--- config.mk ---
export PLATFORM = sky130hd
export DESIGN_NAME = morse_code_keyer
export DESIGN_NICKNAME = d
export VERILOG_FILES = /design/src/rtl/mck_pkg.sv /design/src/rtl/mck_front.sv /design/src/rtl/mck_fifo.sv /design/src/rtl/mck_back.sv /design/src/rtl/morse_code_keyer.sv
export VERILOG_INCLUDE_DIRS = /design/src /design/src/rtl
export SDC_FILE = /design/constraint.sdc
export NUM_CORES = 1
export LEC_CHECK = 0
export BUFFER_PORTS_ARGS = -buffer_cell sky130_fd_sc_hd__buf_2
export CAP_MARGIN = 20
export CORE_MARGIN = 8
export CORE_UTILIZATION = 60
export DETAILED_ROUTE_END_ITERATION = 7
export PLACE_DENSITY_LB_ADDON = 0.2
export SETUP_SLACK_MARGIN = 0.5
export SYNTH_ARGS = -nofsm -noshare
export SYNTH_HDL_FRONTEND = slang
export SYNTH_SLANG_ARGS = --single-unit
export TNS_END_PERCENT = 100
--- constraint.sdc ---
create_clock -name clk -period 8.7 [get_ports clk]
set_input_delay 2.61 -clock clk [delete_from_list [all_inputs] [get_ports clk]]
set_output_delay 2.61 -clock clk [all_outputs]
set_load 0.005 [all_outputs]
--- src/rtl/assert_macros.svh ---
// Assertion macros shared by the RTL modules.
`ifndef ASSERT_MACROS_SVH
`define ASSERT_MACROS_SVH

// Same-cycle implication, checked outside reset.
`define ASSERT_IMPLIES(lbl, clk, rst, ante, cons) \
  lbl: assert property (@(posedge clk) disable iff (rst) (ante) |-> (cons)) \
    else $error("assertion failed: same-cycle implication");

// Next-cycle implication, checked outside reset.
`define ASSERT_NEXT(lbl, clk, rst, ante, cons) \
  lbl: assert property (@(posedge clk) disable iff (rst) (ante) |=> (cons)) \
    else $error("assertion failed: next-cycle implication");

`endif

--- src/rtl/mck_pkg.sv ---
// Types, code tables and constants of the morse keyer.
`timescale 1ns / 1ps
package mck_pkg;

  localparam int LETTER_COUNT = 26;
  localparam int ROW_COUNT    = LETTER_COUNT + 10;
  localparam int ROW_W        = $clog2(ROW_COUNT);

  localparam int UNIT_W = 16;
  localparam int DUR_W  = 19;
  localparam int UNITS_W = 3;
  localparam logic [UNIT_W-1:0] UNIT_RESET = 16'd100;

  localparam logic [UNITS_W-1:0] DIT_UNITS             = 3'd1;
  localparam logic [UNITS_W-1:0] DAH_UNITS             = 3'd3;
  localparam logic [UNITS_W-1:0] INTRA_CHAR_GAP_UNITS  = 3'd1;
  localparam logic [UNITS_W-1:0] INTER_CHAR_GAP_UNITS  = 3'd3;
  localparam logic [UNITS_W-1:0] WORD_GAP_UNITS        = 3'd7;
  localparam logic [UNITS_W-1:0] NO_UNITS              = 3'd0;

  // Register indexes on the configuration port.
  localparam logic REG_UNIT_TICKS = 1'b0;

  localparam int ELEM_W = 5;
  localparam int LEN_W  = 3;

  // Bit i set: element i (first sent) is a dah.
  localparam logic [ELEM_W-1:0] PATTERN_BITS [0:ROW_COUNT-1] = '{
    5'd2, 5'd1, 5'd5, 5'd1, 5'd0, 5'd4, 5'd3, 5'd0, 5'd0, 5'd14,
    5'd5, 5'd2, 5'd3, 5'd1, 5'd7, 5'd6, 5'd11, 5'd2, 5'd0, 5'd1,
    5'd4, 5'd8, 5'd6, 5'd9, 5'd13, 5'd3,
    5'd31, 5'd30, 5'd28, 5'd24, 5'd16, 5'd0, 5'd1, 5'd3, 5'd7, 5'd15
  };

  localparam logic [LEN_W-1:0] PATTERN_LEN [0:ROW_COUNT-1] = '{
    3'd2, 3'd4, 3'd4, 3'd3, 3'd1, 3'd4, 3'd3, 3'd4, 3'd2, 3'd4,
    3'd3, 3'd4, 3'd2, 3'd2, 3'd3, 3'd4, 3'd4, 3'd3, 3'd3, 3'd1,
    3'd3, 3'd4, 3'd3, 3'd4, 3'd4, 3'd4,
    3'd5, 3'd5, 3'd5, 3'd5, 3'd5, 3'd5, 3'd5, 3'd5, 3'd5, 3'd5
  };

  typedef enum logic [1:0] {
    KIND_PATTERN,
    KIND_SPACE,
    KIND_BAD
  } kind_t;

  // One classified character, as queued between front and back.
  typedef struct packed {
    kind_t             kind;
    logic [ELEM_W-1:0] bits;
    logic [LEN_W-1:0]  len;
  } desc_t;

endpackage

--- src/rtl/mck_front.sv ---
// Front end: classifies an ASCII character into a pattern descriptor.
`timescale 1ns / 1ps
module mck_front (
  input  logic [7:0]   char_code,
  output mck_pkg::desc_t desc
);

  logic [7:0]                  offset;
  logic [mck_pkg::ROW_W-1:0]   row;
  logic                        is_pattern;

  always_comb begin
    offset     = 8'd0;
    is_pattern = 1'b1;
    desc.kind  = mck_pkg::KIND_PATTERN;
    if (char_code == 8'h20) begin
      desc.kind  = mck_pkg::KIND_SPACE;
      is_pattern = 1'b0;
    end else if (char_code inside {[8'h61:8'h7a]}) begin
      offset = char_code - 8'h61;
    end else if (char_code inside {[8'h41:8'h5a]}) begin
      offset = char_code - 8'h41;
    end else if (char_code inside {[8'h30:8'h39]}) begin
      offset = char_code - 8'h30 + 8'(mck_pkg::LETTER_COUNT);
    end else begin
      desc.kind  = mck_pkg::KIND_BAD;
      is_pattern = 1'b0;
    end
    row = offset[mck_pkg::ROW_W-1:0];
    if (is_pattern) begin
      desc.bits = mck_pkg::PATTERN_BITS[row];
      desc.len  = mck_pkg::PATTERN_LEN[row];
    end else begin
      desc.bits = '0;
      desc.len  = '0;
    end
  end

endmodule

--- src/rtl/mck_fifo.sv ---
// Short descriptor queue between the front and back ends.
`timescale 1ns / 1ps
`include "assert_macros.svh"
module mck_fifo #(
  parameter int DEPTH = 2
) (
  input  logic           clk,
  input  logic           rst,
  input  logic           wr_en,
  input  mck_pkg::desc_t wr_data,
  input  logic           rd_en,
  output mck_pkg::desc_t rd_data,
  output logic           full,
  output logic           empty
);

  localparam int AW = (DEPTH > 1) ? $clog2(DEPTH) : 1;
  localparam int CW = $clog2(DEPTH + 1);

  mck_pkg::desc_t mem [DEPTH];
  logic [AW-1:0]  wr_ptr;
  logic [AW-1:0]  rd_ptr;
  logic [CW-1:0]  count;

  function automatic logic [AW-1:0] bump(input logic [AW-1:0] p);
    return (p == AW'(DEPTH - 1)) ? '0 : p + 1'b1;
  endfunction

  assign full    = (count == CW'(DEPTH));
  assign empty   = (count == '0);
  assign rd_data = mem[rd_ptr];

  always_ff @(posedge clk) begin
    if (wr_en) begin
      mem[wr_ptr] <= wr_data;
    end
  end

  always_ff @(posedge clk) begin
    if (rst) begin
      wr_ptr <= '0;
      rd_ptr <= '0;
      count  <= '0;
    end else begin
      if (wr_en) begin
        wr_ptr <= bump(wr_ptr);
      end
      if (rd_en) begin
        rd_ptr <= bump(rd_ptr);
      end
      if (wr_en && !rd_en) begin
        count <= count + 1'b1;
      end else if (rd_en && !wr_en) begin
        count <= count - 1'b1;
      end
    end
  end

  `ASSERT_IMPLIES(a_no_underflow, clk, rst, rd_en, count != '0)
  `ASSERT_IMPLIES(a_no_overflow, clk, rst, wr_en, count != CW'(DEPTH))

endmodule

--- src/rtl/mck_back.sv ---
// Back end: expands descriptors into key segments, one beat per cycle while its output is popped or empty.
`timescale 1ns / 1ps
`include "assert_macros.svh"
module mck_back (
  input  logic                          clk,
  input  logic                          rst,
  input  logic [mck_pkg::UNIT_W-1:0]    unit_ticks,
  input  logic                          q_empty,
  input  mck_pkg::desc_t                q_head,
  output logic                          q_pop,
  input  logic                          pop,
  output logic                          empty,
  output logic                          key_level,
  output logic [mck_pkg::DUR_W-1:0]     duration_ticks,
  output logic                          bad_char,
  output logic                          last_segment
);

  logic                              out_valid;
  logic                              busy;
  mck_pkg::desc_t                    cur;
  logic [mck_pkg::LEN_W-1:0]         idx;
  logic                              phase;

  logic                              busy_next;
  mck_pkg::desc_t                    cur_next;
  logic [mck_pkg::LEN_W-1:0]         idx_next;
  logic                              phase_next;

  mck_pkg::desc_t                    src;
  logic [mck_pkg::LEN_W-1:0]         src_idx;
  logic                              src_phase;
  logic                              advance;
  logic                              seg_level;
  logic                              seg_bad;
  logic                              seg_last;
  logic [mck_pkg::UNITS_W-1:0]       seg_units;
  logic                              final_elem;

  assign empty   = !out_valid;
  assign advance = (!out_valid || pop) && (busy || !q_empty);
  assign q_pop   = advance && !busy;

  always_comb begin
    src       = busy ? cur : q_head;
    src_idx   = busy ? idx : '0;
    src_phase = busy ? phase : 1'b0;
    final_elem = (src_idx + 1'b1 == src.len);
    seg_level = 1'b0;
    seg_bad   = 1'b0;
    seg_last  = 1'b1;
    seg_units = mck_pkg::NO_UNITS;
    case (src.kind)
      mck_pkg::KIND_SPACE: begin
        seg_units = mck_pkg::WORD_GAP_UNITS;
      end
      mck_pkg::KIND_PATTERN: begin
        if (!src_phase) begin
          seg_level = 1'b1;
          seg_last  = 1'b0;
          seg_units = src.bits[src_idx] ? mck_pkg::DAH_UNITS : mck_pkg::DIT_UNITS;
        end else begin
          seg_last  = final_elem;
          seg_units = final_elem ? mck_pkg::INTER_CHAR_GAP_UNITS
                                 : mck_pkg::INTRA_CHAR_GAP_UNITS;
        end
      end
      default: begin
        seg_bad = 1'b1;
      end
    endcase
  end

  always_comb begin
    busy_next  = busy;
    cur_next   = cur;
    idx_next   = idx;
    phase_next = phase;
    if (advance) begin
      busy_next  = !seg_last;
      cur_next   = src;
      phase_next = !src_phase;
      idx_next   = src_phase ? src_idx + 1'b1 : src_idx;
    end
  end

  always_ff @(posedge clk) begin
    if (rst) begin
      busy      <= 1'b0;
      out_valid <= 1'b0;
    end else begin
      busy <= busy_next;
      if (advance) begin
        out_valid <= 1'b1;
      end else if (pop) begin
        out_valid <= 1'b0;
      end
    end
  end

  always_ff @(posedge clk) begin
    cur   <= cur_next;
    idx   <= idx_next;
    phase <= phase_next;
    if (advance) begin
      key_level      <= seg_level;
      bad_char       <= seg_bad;
      last_segment   <= seg_last;
      duration_ticks <= mck_pkg::DUR_W'(seg_units) * mck_pkg::DUR_W'(unit_ticks);
    end
  end

  `ASSERT_IMPLIES(a_bad_is_lone_beat, clk, rst, out_valid && bad_char,
                  last_segment && !key_level && duration_ticks == '0)
  `ASSERT_IMPLIES(a_busy_on_pattern, clk, rst, busy, cur.kind == mck_pkg::KIND_PATTERN)
  `ASSERT_NEXT(a_mark_then_gap, clk, rst, advance && seg_level,
               busy && phase)

endmodule

--- src/rtl/morse_code_keyer.sv ---
// Top level of the morse keyer: configuration register, front, queue and back.
`timescale 1ns / 1ps
// Turns one ASCII character per beat into International Morse keying
// segments (key_level, duration_ticks). A letter or digit gives two
// segments per element (mark, then gap; the gap after the last element is
// three units and carries last_segment), a space one seven-unit gap, and
// any other code one beat with bad_char set and zero duration. The back end
// sends one segment per cycle while its output is popped or empty, and
// characters queue in a QUEUE_DEPTH-entry queue so the input keeps
// taking beats while segments drain. Durations are units times
// unit_ticks (register 0, reset 100), read when each segment is formed.
module morse_code_keyer #(
  parameter int QUEUE_DEPTH = 2
) (
  input  logic                       clk,
  input  logic                       rst,
  input  logic                       psel,
  input  logic                       penable,
  input  logic                       pwrite,
  input  logic [2:0]                 paddr,
  input  logic [31:0]                pwdata,
  output logic [31:0]                prdata,
  output logic                       pready,
  input  logic                       push,
  output logic                       full,
  input  logic [7:0]                 char_code,
  output logic                       empty,
  input  logic                       pop,
  output logic                       key_level,
  output logic [mck_pkg::DUR_W-1:0]  duration_ticks,
  output logic                       bad_char,
  output logic                       last_segment
);

  logic [mck_pkg::UNIT_W-1:0] unit_ticks;
  logic                       reg_index;
  logic                       cfg_write;
  mck_pkg::desc_t             front_desc;
  mck_pkg::desc_t             q_head;
  logic                       q_empty;
  logic                       q_pop;
  logic                       q_push;

  assign pready    = 1'b1;
  assign reg_index = paddr[2];
  assign cfg_write = psel && penable && pwrite && pready;
  assign prdata    = (reg_index == mck_pkg::REG_UNIT_TICKS) ?
                     {{(32 - mck_pkg::UNIT_W){1'b0}}, unit_ticks} : 32'd0;

  always_ff @(posedge clk) begin
    if (rst) begin
      unit_ticks <= mck_pkg::UNIT_RESET;
    end else if (cfg_write && reg_index == mck_pkg::REG_UNIT_TICKS) begin
      unit_ticks <= pwdata[mck_pkg::UNIT_W-1:0];
    end
  end

  assign q_push = push && !full;

  mck_front u_front (
    .char_code (char_code),
    .desc      (front_desc)
  );

  mck_fifo #(
    .DEPTH (QUEUE_DEPTH)
  ) u_fifo (
    .clk     (clk),
    .rst     (rst),
    .wr_en   (q_push),
    .wr_data (front_desc),
    .rd_en   (q_pop),
    .rd_data (q_head),
    .full    (full),
    .empty   (q_empty)
  );

  mck_back u_back (
    .clk            (clk),
    .rst            (rst),
    .unit_ticks     (unit_ticks),
    .q_empty        (q_empty),
    .q_head         (q_head),
    .q_pop          (q_pop),
    .pop            (pop),
    .empty          (empty),
    .key_level      (key_level),
    .duration_ticks (duration_ticks),
    .bad_char       (bad_char),
    .last_segment   (last_segment)
  );

endmodule

== Yosys cells after proc, flatten, opt, wreduce, memory -nomap -nowiden ==
Memories as Yosys holds them, arrays and structs flattened. A register that Yosys moved wholly into a read port is not among the register bits.
Cells that the tools add are included.

* Flip-flop bits (word level): 58
* Memory bits (writable): 20
* Memory bits (read-only): 512
* Input port bits: 50
* Output and inout port bits: 57
* Memories: 3

{| class="wikitable"
|+ Memory list
! name !! depth !! width !! read ports !! clocked after memory_dff !! write ports !! RTL line !! RTL
|-
| (name not given) || 64 || 5 || 1 || 0 || 0 || mck_front.sv:31 || <nowiki>desc.bits = mck_pkg::PATTERN_BITS[row];</nowiki>
|-
| (name not given) || 64 || 3 || 1 || 0 || 0 || mck_front.sv:32 || <nowiki>desc.len = mck_pkg::PATTERN_LEN[row];</nowiki>
|-
| u_fifo.mem || 2 || 10 || 1 || 1 || 1 || mck_fifo.sv:20 || <nowiki>mck_pkg::desc_t mem [DEPTH];</nowiki>
|}

* $add $sub $neg: 9
* $mul: 1
* Magnitude comparators: 8
* Equality and inequality tests: 4
* Multiplexer cells: 42
* Bitwise operators: 2
* Reduce and logical (&&, ||, !) cells: 26

{| class="wikitable"
|+ Operator list
! cell !! number
|-
| 2-to-1 mux 6 bit || 4
|-
| multiplier 3 x 16 -> 19 bit || 1
|-
| 2-to-1 mux 1 bit || 18
|-
| greater-or-equal comparator 8 x 7 -> 1 bit, second input constant || 2
|-
| less-or-equal comparator 8 x 7 -> 1 bit, second input constant || 2
|-
| 2-to-1 mux 16 bit || 1
|-
| 2-to-1 mux 2 bit || 8
|-
| 2-to-1 mux 3 bit || 5
|-
| subtractor 6 bit, second input constant || 2
|-
| logical AND 1 bit || 11
|-
| 2-to-1 mux 10 bit || 1
|-
| 2-to-1 mux 5 bit || 2
|-
| equality test 8 x 6 -> 1 bit, second input constant || 1
|-
| greater-or-equal comparator 8 x 6 -> 1 bit, second input constant || 1
|-
| less-or-equal comparator 8 x 6 -> 1 bit, second input constant || 1
|-
| logical NOT 1 bit || 8
|-
| 2-to-1 mux 8 bit || 1
|-
| greater-or-equal comparator 7 bit, second input constant || 1
|-
| inverter 6 -> 7 bit || 1
|-
| adder 6 x 5 -> 6 bit, second input constant || 1
|-
| one-hot mux 3 bit (2 select lines) || 1
|-
| subtractor 6 x 1 -> 6 bit, second input constant || 1
|-
| logical NOT 2 bit || 2
|-
| less-than comparator 3 x 4 -> 1 bit, second input constant || 1
|-
| other kinds (12) || 15
|}

== Longest topological paths before layout ==
Gate-level depths: netlist of run 1.

* Depth in word-level cells: 11
* Mapped depth: 19
* Depth with buffers taken out: 17

== By module ==
From an unflattened synthesis of run 1, not the netlist that was laid out.

* Cell total of the unflattened synthesis: 585
* Area, all modules: 5835.6 um^2

{| class="wikitable"
|+ Modules (own cells, without submodules)
! module !! times used !! cells an instance !! area an instance (um^2) !! seq. area each (um^2)
|-
| mck_back || 1 || 291 || 2970.3 || 1121.1
|-
| morse_code_keyer || 1 || 107 || 978.4 || 320.3
|-
| mck_front || 1 || 134 || 960.9 || 0.0
|-
| mck_fifo || 1 || 53 || 925.9 || 700.7
|}

== Worst setup path after synthesis of run 1 ==
No wires, ideal clock.

* Kind: input -> output
* From: input paddr[2]
* To: output prdata[10]
* Arrival: 2.948 ns
* Required time: 6.090 ns
* Setup slack: 3.142 ns
* Stages on the path: 2
* Path through: clkbuf_1 > nor2b_1

* Word-level cells in the longest chain between the ends: 1

{| class="wikitable"
|+ RTL lines
! what !! RTL line !! RTL
|-
| start: declaration || morse_code_keyer.sv:20 || <nowiki>input logic [2:0] paddr,</nowiki>
|-
| 2-to-1 mux 16 bit || morse_code_keyer.sv:47 || <nowiki>assign prdata = (reg_index == mck_pkg::REG_UNIT_TICKS) ?</nowiki>
|-
| end: declaration || morse_code_keyer.sv:22 || <nowiki>output logic [31:0] prdata,</nowiki>
|}

Every way passes these cells.

== Final worst setup path of run 1 ==
* From: input paddr[2]
* To: output prdata[4]

Same word-level chain as after synthesis.

==> results of run 1 <==
[registers in the layout, summed over array words and instances, names as in the netlist, named ones only]
signal / flops
u_back.last_segment: 1
u_back.busy: 1
u_back.idx: 3
u_back.cur: 10
u_back.bad_char: 1
u_back.out_valid: 1
u_fifo.count: 2
u_fifo.mem: 20
u_back.key_level: 1
unit_ticks: 16
u_fifo.rd_ptr: 1
u_fifo.wr_ptr: 1
u_back.duration_ticks: 19
u_back.phase: 1
[power groups by stage]
stage	clock network, uW	registers, uW	logic, uW
floorplan	0	595	335
global placement	0	610	439
detailed placement	0	615	458
CTS	247	607	461
global route	261	620	512
finish	246	606	459
[layout by cell type, fill, tap and decap left out, types with 21 or more instances in the layout]
| master | instances |
|---|---|
| nand2_1 | 80 |
| buf_2 | 71 |
| edfxtp_1 | 56 |
| inv_1 | 44 |
| nor2_1 | 37 |
| nand3_1 | 36 |
| a21oi_1 | 31 |
| ha_1 | 30 |
| dfxtp_1 | 23 |
| o21ai_0 | 22 |
| nor2b_1 | 21 |
[metal layers]
layer	vias up	share of wire, %
li1	2127	-
met1	2025	44
met2	146	47
met3	19	6.4
met4	0	2.1
met5	-	0
[worst paths after layout]
kind,startpoint,end,cells past startpoint
worst max-delay path,paddr[2],prdata[4],3
worst min register to register,unit_ticks[15]$_SDFFE_PP0P_,unit_ticks[15]$_SDFFE_PP0P_,2
worst max register to register,u_back.busy$_SDFFE_PP0P_,u_back.duration_ticks[18]$_DFFE_PP_,18
worst min-delay path,unit_ticks[15]$_SDFFE_PP0P_,unit_ticks[15]$_SDFFE_PP0P_,2
[layout make-up]
cell class / count / share of cell area (%)
inverters: 45 / 2.851
well taps: 108 / 2.281
repair buffers: 73 / 6.251
clock inverters: 6 / 0.7603
multi-input cells: 435 / 49.55
flip-flops and latches: 79 / 36.16
clock buffers: 10 / 2.154
[through the flow]
stage | hold WS, ns | power [uW] | setup WS, ns | instances
after floorplan | 0.4402 | 930.2 | 3.142 | 600
final | 0.4942 | 1311 | 2.952 | 756
after global routing | 0.5161 | 1393 | 2.838 | 756
after detailed placement | 0.4812 | 1073 | 2.780 | 740
after CTS | 0.4935 | 1315 | 2.967 | 756
after global placement | 0.4702 | 1049 | 2.818 | 740
[synth_stat cells (2+ instances only)]
cell type / instances
buf_6: 2
and3_1: 7
fa_1: 15
nor3_1: 11
o2111ai_1: 2
a311oi_1: 3
conb_1: 2
o21ai_0: 22
buf_4: 18
a211o_1: 3
a211oi_1: 4
a31oi_1: 9
dfxtp_1: 23
nand2b_1: 2
a31o_2: 2
nor2b_1: 21
edfxtp_1: 56
a21oi_1: 32
nand3b_1: 9
mux2i_1: 14
nand3_1: 36
and2_1: 7
inv_1: 44
clkbuf_1: 17
xor2_1: 14
a21o_1: 3
nand2_1: 80
o211ai_1: 5
ha_1: 30
xnor2_1: 12
or3_1: 4
buf_2: 3
nor2_1: 38
[cells by family after synthesis]
kind of cell / count (synthesis) / share of synthesized area (%)
flops: 79 / 39.53
buf+inv: 86 / 7.550
simple gates: 228 / 20.50
mux: 15 / 2.794
fa+ha+maj: 45 / 12.47
compound gates: 104 / 12.82
other cells: 2 / 0.1386
xor+xnor: 26 / 4.202
[worst register-to-register path, cell delays in order, from the launching register on]
cell and delay (ns):
dfxtp_1 0.78, clkinv_1 0.45, mux2i_1 0.28, inv_1 0.08, a32o_1 0.22, o2111ai_1 0.30, o2111ai_1 0.16, buf_4 0.23
and2_1 0.18, fa_1 0.47, ha_1 0.26, fa_1 0.41, a21oi_1 0.28, o211ai_1 0.19, nand3_1 0.13, a31oi_1 0.16
nand3_1 0.14, nand3b_1 0.14, a31o_2 0.27
==> results.md, run 1 <==
- CTS tree: yes
- Leak: 0.002659 uW
- Wirelength per Cell: approximately 16 um
- Layout cell share with drive strength beyond 1: roughly 16%
- ANT cells: 0
- Slowest CP cell: buf_2
- Comb pwr share: roughly a third
- Fin crit period: 5.748 ns
- Crit end category: output port
- Clock Sinks: 79
- Setup Fix Bufs, Post-CTS: 0
- Netlist Area Pre-Place: 0.005419 sq mm
- Crit path cell chain: buf_2 -> nor2b_1 -> buf_2
- I/O pins: ~110
- Register Area: 0.002142 sq mm
- Footprint of the multi-input gates: 0.002935 sq mm
- Drt first pass iters: 5
- CTS Buf Count: 9
- Post-CTS Hold Buffers: 0
- Vias in the first global route: 4,251
- CP dominant cell by count: buf_2
- Dominant synthesized flop cell: edfxtp_1
- Final Instance Area: 0.005924 sq mm
- Crit path kind: primary input to output port
- Iter 0 DRT Violations: 180
- Switching Share: approximately 37%
- Grt met1 use: 23.75%
- Fin crit share: around 66%
- DPL Wire Length: about 9500 um
- Async SR Flop Fraction: 0%
- Rel. slew slack: 28.99%
- Row count: 34
- DRC errors left: 0
- WP buf/inv: 2
- Syn Inst Count: 585
- Clock latency on the worst-skew pair: approximately 0.35 ns
- Die Y-Extent: approximately 110 um
- Fin. max-slew vios: 0
- Finished Core Util: 67.93%
- Vias: 4,317
- Final wirelength: 12,340 um
- Setup violators final: 0
- Top cell type by total area after synthesis: edfxtp_1
- Post-synth EDFFs: 56
- Critical path's top delay family: buffers and inverters
- Number of synthesized register bits: just under 80
- Sequential-to-total area share from yosys stat: 39.53%
- Top Usage Layer GRT: met2
- Initial Util: 62.14%
- Clock skew: approximately 0.019 ns
- Grt total ovfl: 0
- Reg clk slew, reported paths: approximately 0.08 ns
- Internal power: around 830 uW
- RSZ-0062 raised after global routing: no
- GRT met2 Usage: 32.83%
- Via-to-Cell Ratio: between 5 and 6
- CP Max Fanout: 18
- Sequential power share: approximately 46%
- Hold Crit Class: flip-flop to flip-flop
- CP Data Required Time: 6.09 ns
- P_sw: ~480 uW
- Worst slew pin tran: 1.063 ns
- Number of gates resized after cts: 0
- Syn_area_per_cell: between 9 and 10 sq um
- Die area: between 0.01 and 0.015 sq mm
- Routed Antenna Nets: 0
- CP startpoint kind: primary input
- Met3 usage: 3.788%
- Flop-to-flop setup slack: 3.33 ns
- GR Util All Layers: 19.45%
- Max Cap Viol: 0
- F_max: 0.1740 GHz
- Worst path max stage delay: 0.30 ns
- Setup tns final: 0 ns
- Top-area cell type share of the netlist area: 31.03%
- Power density over the cells: 221.2 mW/mm^2
- Ranking of synthesized cells by area: edfxtp_1 (31%), dfxtp_1 (8.5%), ha_1 (6.9%), fa_1 (5.5%), nand2_1 (5.5%)
- First-pass GRT wire length: 20,130 um
- CTS Buffer Depth: 2
- Fillers: 723
- Synth cell types: 68
- Synth Warn #: 0
- Final GP Congestion: 0.8940
- Final Hold Viols: 0
- Largest net degree at the start of global routing: 39
- Run status: finished, final reports clean
- Peak VDD IR: 0.1018 mV
- Critical Path AT: 3.14 ns
- Port bufs: 71
- Initial antenna violation count: 0
- CTS H-tree lvls: 3
- Core Area: a little under 0.009 sq mm
- Clock power share: 18.7%
- DP Area: 0.005752 sq mm
- Area delta synth->final: 9.328%
- DIE WIDTH: 111.0 um
- Nets: 738
- Root Buffer: clkbuf_8
Note: power is estimated with default switching activity, not from simulation.
==> run 2, diff against run 1 <==
ABC_AREA = 1   (was not set)
CORE_UTILIZATION = 57   (was 60)
clock period = 5.8 ns   (was 8.7 ns; I/O delays follow)
==> results.md, run 2 <==
- Biggest register: u_fifo.mem
- Die area: 0.01345 sq mm (+9.1%)
- Max Cap Viol: 0 (unchanged)
- Root Buffer: clkbuf_8
- CP startpoint kind: flip-flop
- Fillers: 907 (+25%)
- CTS Buf Count: 9 (unchanged)
- Pwr Total: 2327 uW (+78%)
- Mux share of post-synthesis cell area: 0% (-2.8 points)
- R2r startpoint: u_back.busy$_SDFFE_PP0P_
- Peak VDD IR: 0.2272 mV (+120%)
- Compound-Gate Fraction of Synth Area: 10.94% (-1.9 points)
- Number of synthesized register bits: 79 (unchanged)
- DPL Wire Length: 9468 um (-0.36%)
- Wirelength per Cell: 13.67 um (-16%)
- I/O pins: 107 (unchanged)
- PnR worst setup slack: 1.246 ns (-1.705 ns)
- Fin. max-slew vios: 0 (unchanged)
- CTS tree: yes
- Layout cell share with drive strength beyond 1: 20.30% (+4.6 points)
- Fin crit share: 78.51%
- Synth Warn #: 0 (unchanged)
- Grt met1 use: 26.08% (+2.3 points)
- Crit path kind: flip-flop to flip-flop
- Count leader, synth: nand2_1
- Clock latency on the worst-skew pair: 0.36 ns (about the same)
- Critical Path AT: 4.66 ns (+1.52 ns)
- Clock skew: 0.01171 ns (-0.007251 ns)
- Setup violators final: 0 (unchanged)
- Worst slew pin tran: 0.8937 ns (-0.1690 ns)
- Ranking of synthesized cells by area: edfxtp_1 (30%), nand2_1 (8.4%), dfxtp_1 (8.1%), ha_1 (6.6%), inv_1 (5.3%)
- Comb pwr share: 44.0% (+9.0 points)
- Synth Area in Adders: 11.86% (-0.61 points)
- GRT met2 Usage: 28.86% (-4.0 points)
- Reg clk slew, reported paths: 0.08 ns (about the same)
- P_sw: 958.8 uW (+98%)
- Hold Path Depth: 2 (unchanged)
- CP Data Required Time: 5.91 ns (-0.18 ns)
- Rel. slew slack: 40.20% (+11 points)
- Setup tns final: 0 ns (unchanged)
- Async SR Flop Fraction: 0% (unchanged)
- Initial Util: 58.56% (-3.6 points)
- Post-CTS Hold Buffers: 0 (unchanged)
- Nets: 834 (+13%)
- Number of gates resized after cts: 0 (unchanged)
- Synth Area in Simple Gates: 25.98% (+5.5 points)
- Regs by FF count: u_fifo.mem (20), u_back.duration_ticks (19), unit_ticks (16)
- Min-delay src: u_fifo.rd_ptr$_SDFFE_PP0P_
- Finished Core Util: 63.95% (-4.0 points)
- CTS H-tree lvls: 3 (unchanged)
- DP Worst Slack: 1.329 ns (-1.450 ns)
- Final wirelength: 11,990 um (-2.8%)
- Via-to-Cell Ratio: 5.172 (-9.4%)
- Area delta synth->final: 9.201%
- Setup Fix Bufs, Post-CTS: 0 (unchanged)
- Iter 0 DRT Violations: 286 (+59%)
- Xor/xnor share of the synthesized area: 2.921% (-1.3 points)
- CP Max Fanout: 16 (-2)
- Leak: 0.002986 uW (+12%)
- CTS Buffer Depth: 2 (unchanged)
- Commonest cells after routing, fill and taps aside: nand2_1 (127), inv_1 (81), buf_2 (71), nor2_1 (58), edfxtp_1 (56)
- Run status: finished, final reports clean
- Drt first pass iters: 5 (unchanged)
- Main combinational cell family by area after synthesis: simple AND/OR/NAND/NOR gates
- Clock power share: 15.6% (-3.1 points)
- Vias: 4,536 (+5.1%)
- Sequential power share: 40.3% (-6.0 points)
- Most common cell after layout, fill and taps aside: nand2_1
- Synth cell types: 46 (-32%)
- Hold Path End: u_fifo.rd_ptr$_SDFFE_PP0P_
- Internal power: 1368 uW (+66%)
- Die Y-Extent: 116.0 um (+4.5%)
- Reg-to-reg endpoint: u_back.duration_ticks[13]$_DFFE_PP_
- Footprint of the multi-input gates: 0.003024 sq mm (+3.0%)
- DIE WIDTH: 116.0 um (+4.5%)
- Sequential-to-total area share from yosys stat: 37.59% (-1.9 points)
- Hold WS: 0.5167 ns (+0.02250 ns)
- Max reg flops: 20 (unchanged)
- Register Area: 0.002142 sq mm (unchanged)
- Syn Inst Count: 676 (+16%)
- Final GP Congestion: 0.8830 (-1.2%)
- Largest net degree at the start of global routing: 40 (+2.6%)
- Vias in the first global route: 4,359 (+2.5%)
- Post-synth EDFFs: 56 (unchanged)
- F_max: 0.2196 GHz
- ANT cells: 0 (unchanged)
- Clock Sinks: 79 (unchanged)
- Crit end category: flip-flop
- Commonest cells post-synth: nand2_1 (127), inv_1 (81), nor2_1 (58)
- Dominant synthesized flop cell: edfxtp_1
- Top Usage Layer GRT: met2
- Fin crit period: 4.554 ns
- Hold Crit Class: flip-flop to flip-flop
- Netlist Area Pre-Place: 0.005698 sq mm (+5.1%)
- Port bufs: 71 (unchanged)
- Flop-to-flop setup slack: 1.25 ns (-2.08 ns)
- RSZ-0062 raised after global routing: no
- GR Util All Layers: 18.89% (-0.55 points)
- Grt total ovfl: 0 (unchanged)
- Top cell type by total area after synthesis: edfxtp_1
- Routed Antenna Nets: 0 (unchanged)
- Power density over the cells: 374.0 mW/mm^2 (+69%)
- Core Area: 0.009729 sq mm (+12%)
- DRC errors left: 0 (unchanged)
- Initial antenna violation count: 0 (unchanged)
- Met3 usage: 3.648% (-0.14 points)
- Top-area cell type share of the netlist area: 29.51% (-1.5 points)
- Switching Share: 41.20% (+4.2 points)
- Row count: 36 (+5.9%)
- Syn_area_per_cell: 8.429 sq um (-9.0%)
- Final Hold Viols: 0 (unchanged)
- Register-to-Register Path Depth: 19 (+1)
- First-pass GRT wire length: 20,610 um (+2.4%)
-- run 2: stage by stage --
| step | cell area, sq um | cells |
|---|---|---|
| 6_report | 6222 | 877 |
| 5_1_grt | 6222 | 877 |
| 4_1_cts | 6222 | 877 |
| 3_5_place_dp | 6048 | 861 |
| 3_3_place_gp | 6048 | 861 |
| 2_1_floorplan | 5754 | 691 |
-- run 2: routing by layer --
| layer | share of wire [%] | vias to the layer above | routed length [um] |
|---|---|---|---|
| met5 | 0 | - | 0 |
| met4 | 1.4 | 0 | 171 |
| met3 | 5.9 | 12 | 703 |
| met2 | 44 | 144 | 5265 |
| met1 | 49 | 2070 | 5850 |
| li1 | - | 2310 | - |
-- run 2: worst max-delay path, cell delays in order (launching register included) --
cell and delay, ns:
dfxtp_1 0.70, nand2_1 0.22, o21ai_0 0.30, nand2_1 0.13, o21ai_1 0.11, o211ai_1 0.13
nor2_1 0.15, nor2_2 0.07, nand2_2 0.21, nand3_1 0.14, fa_1 0.52, inv_1 0.04
ha_1 0.35, a21oi_1 0.16, nand2_1 0.09, a21oi_1 0.26, o21ai_1 0.15, a21boi_0 0.29
o21ai_1 0.12, xor2_1 0.15
-- run 2: layout make-up --
class	instances	area share (%)
clock buffer	11	2.272
multi-input combinational	483	48.60
inverter	94	5.671
clock inverter	5	0.5228
timing repair buffer	72	5.831
sequential	79	34.43
tap	133	2.674
-- run 2: cell families after synthesis --
kind of cell,Yosys count
xor+xnor,19
buf+inv,129
compound gates,113
other cells,2
flops,79
simple gates,289
fa+ha+maj,45
-- run 2: worst max path at each step --
stage | from | end | slack, ns | cells after the start
after floorplan | pop | u_fifo.count[1]$_SDFFE_PP0P_ | 0.82 | 8
after CTS | u_back.busy$_SDFFE_PP0P_ | u_back.duration_ticks[13]$_DFFE_PP_ | 1.27 | 19
after detailed placement | u_back.busy$_SDFFE_PP0P_ | u_back.duration_ticks[13]$_DFFE_PP_ | 1.33 | 19
after global placement | u_back.busy$_SDFFE_PP0P_ | u_back.duration_ticks[13]$_DFFE_PP_ | 1.41 | 19
final | u_back.busy$_SDFFE_PP0P_ | u_back.duration_ticks[13]$_DFFE_PP_ | 1.25 | 19
after global routing | u_back.busy$_SDFFE_PP0P_ | u_back.duration_ticks[13]$_DFFE_PP_ | 0.77 | 19
-- run 2: power groups by stage --
stage	combinational (uW)	sequential [uW]	clock, uW
after floorplan	778	946	0
after global placement	995	947	0
after detailed placement	1020	951	0
after CTS	1030	940	368
after global routing	1170	960	397
final	1020	939	364
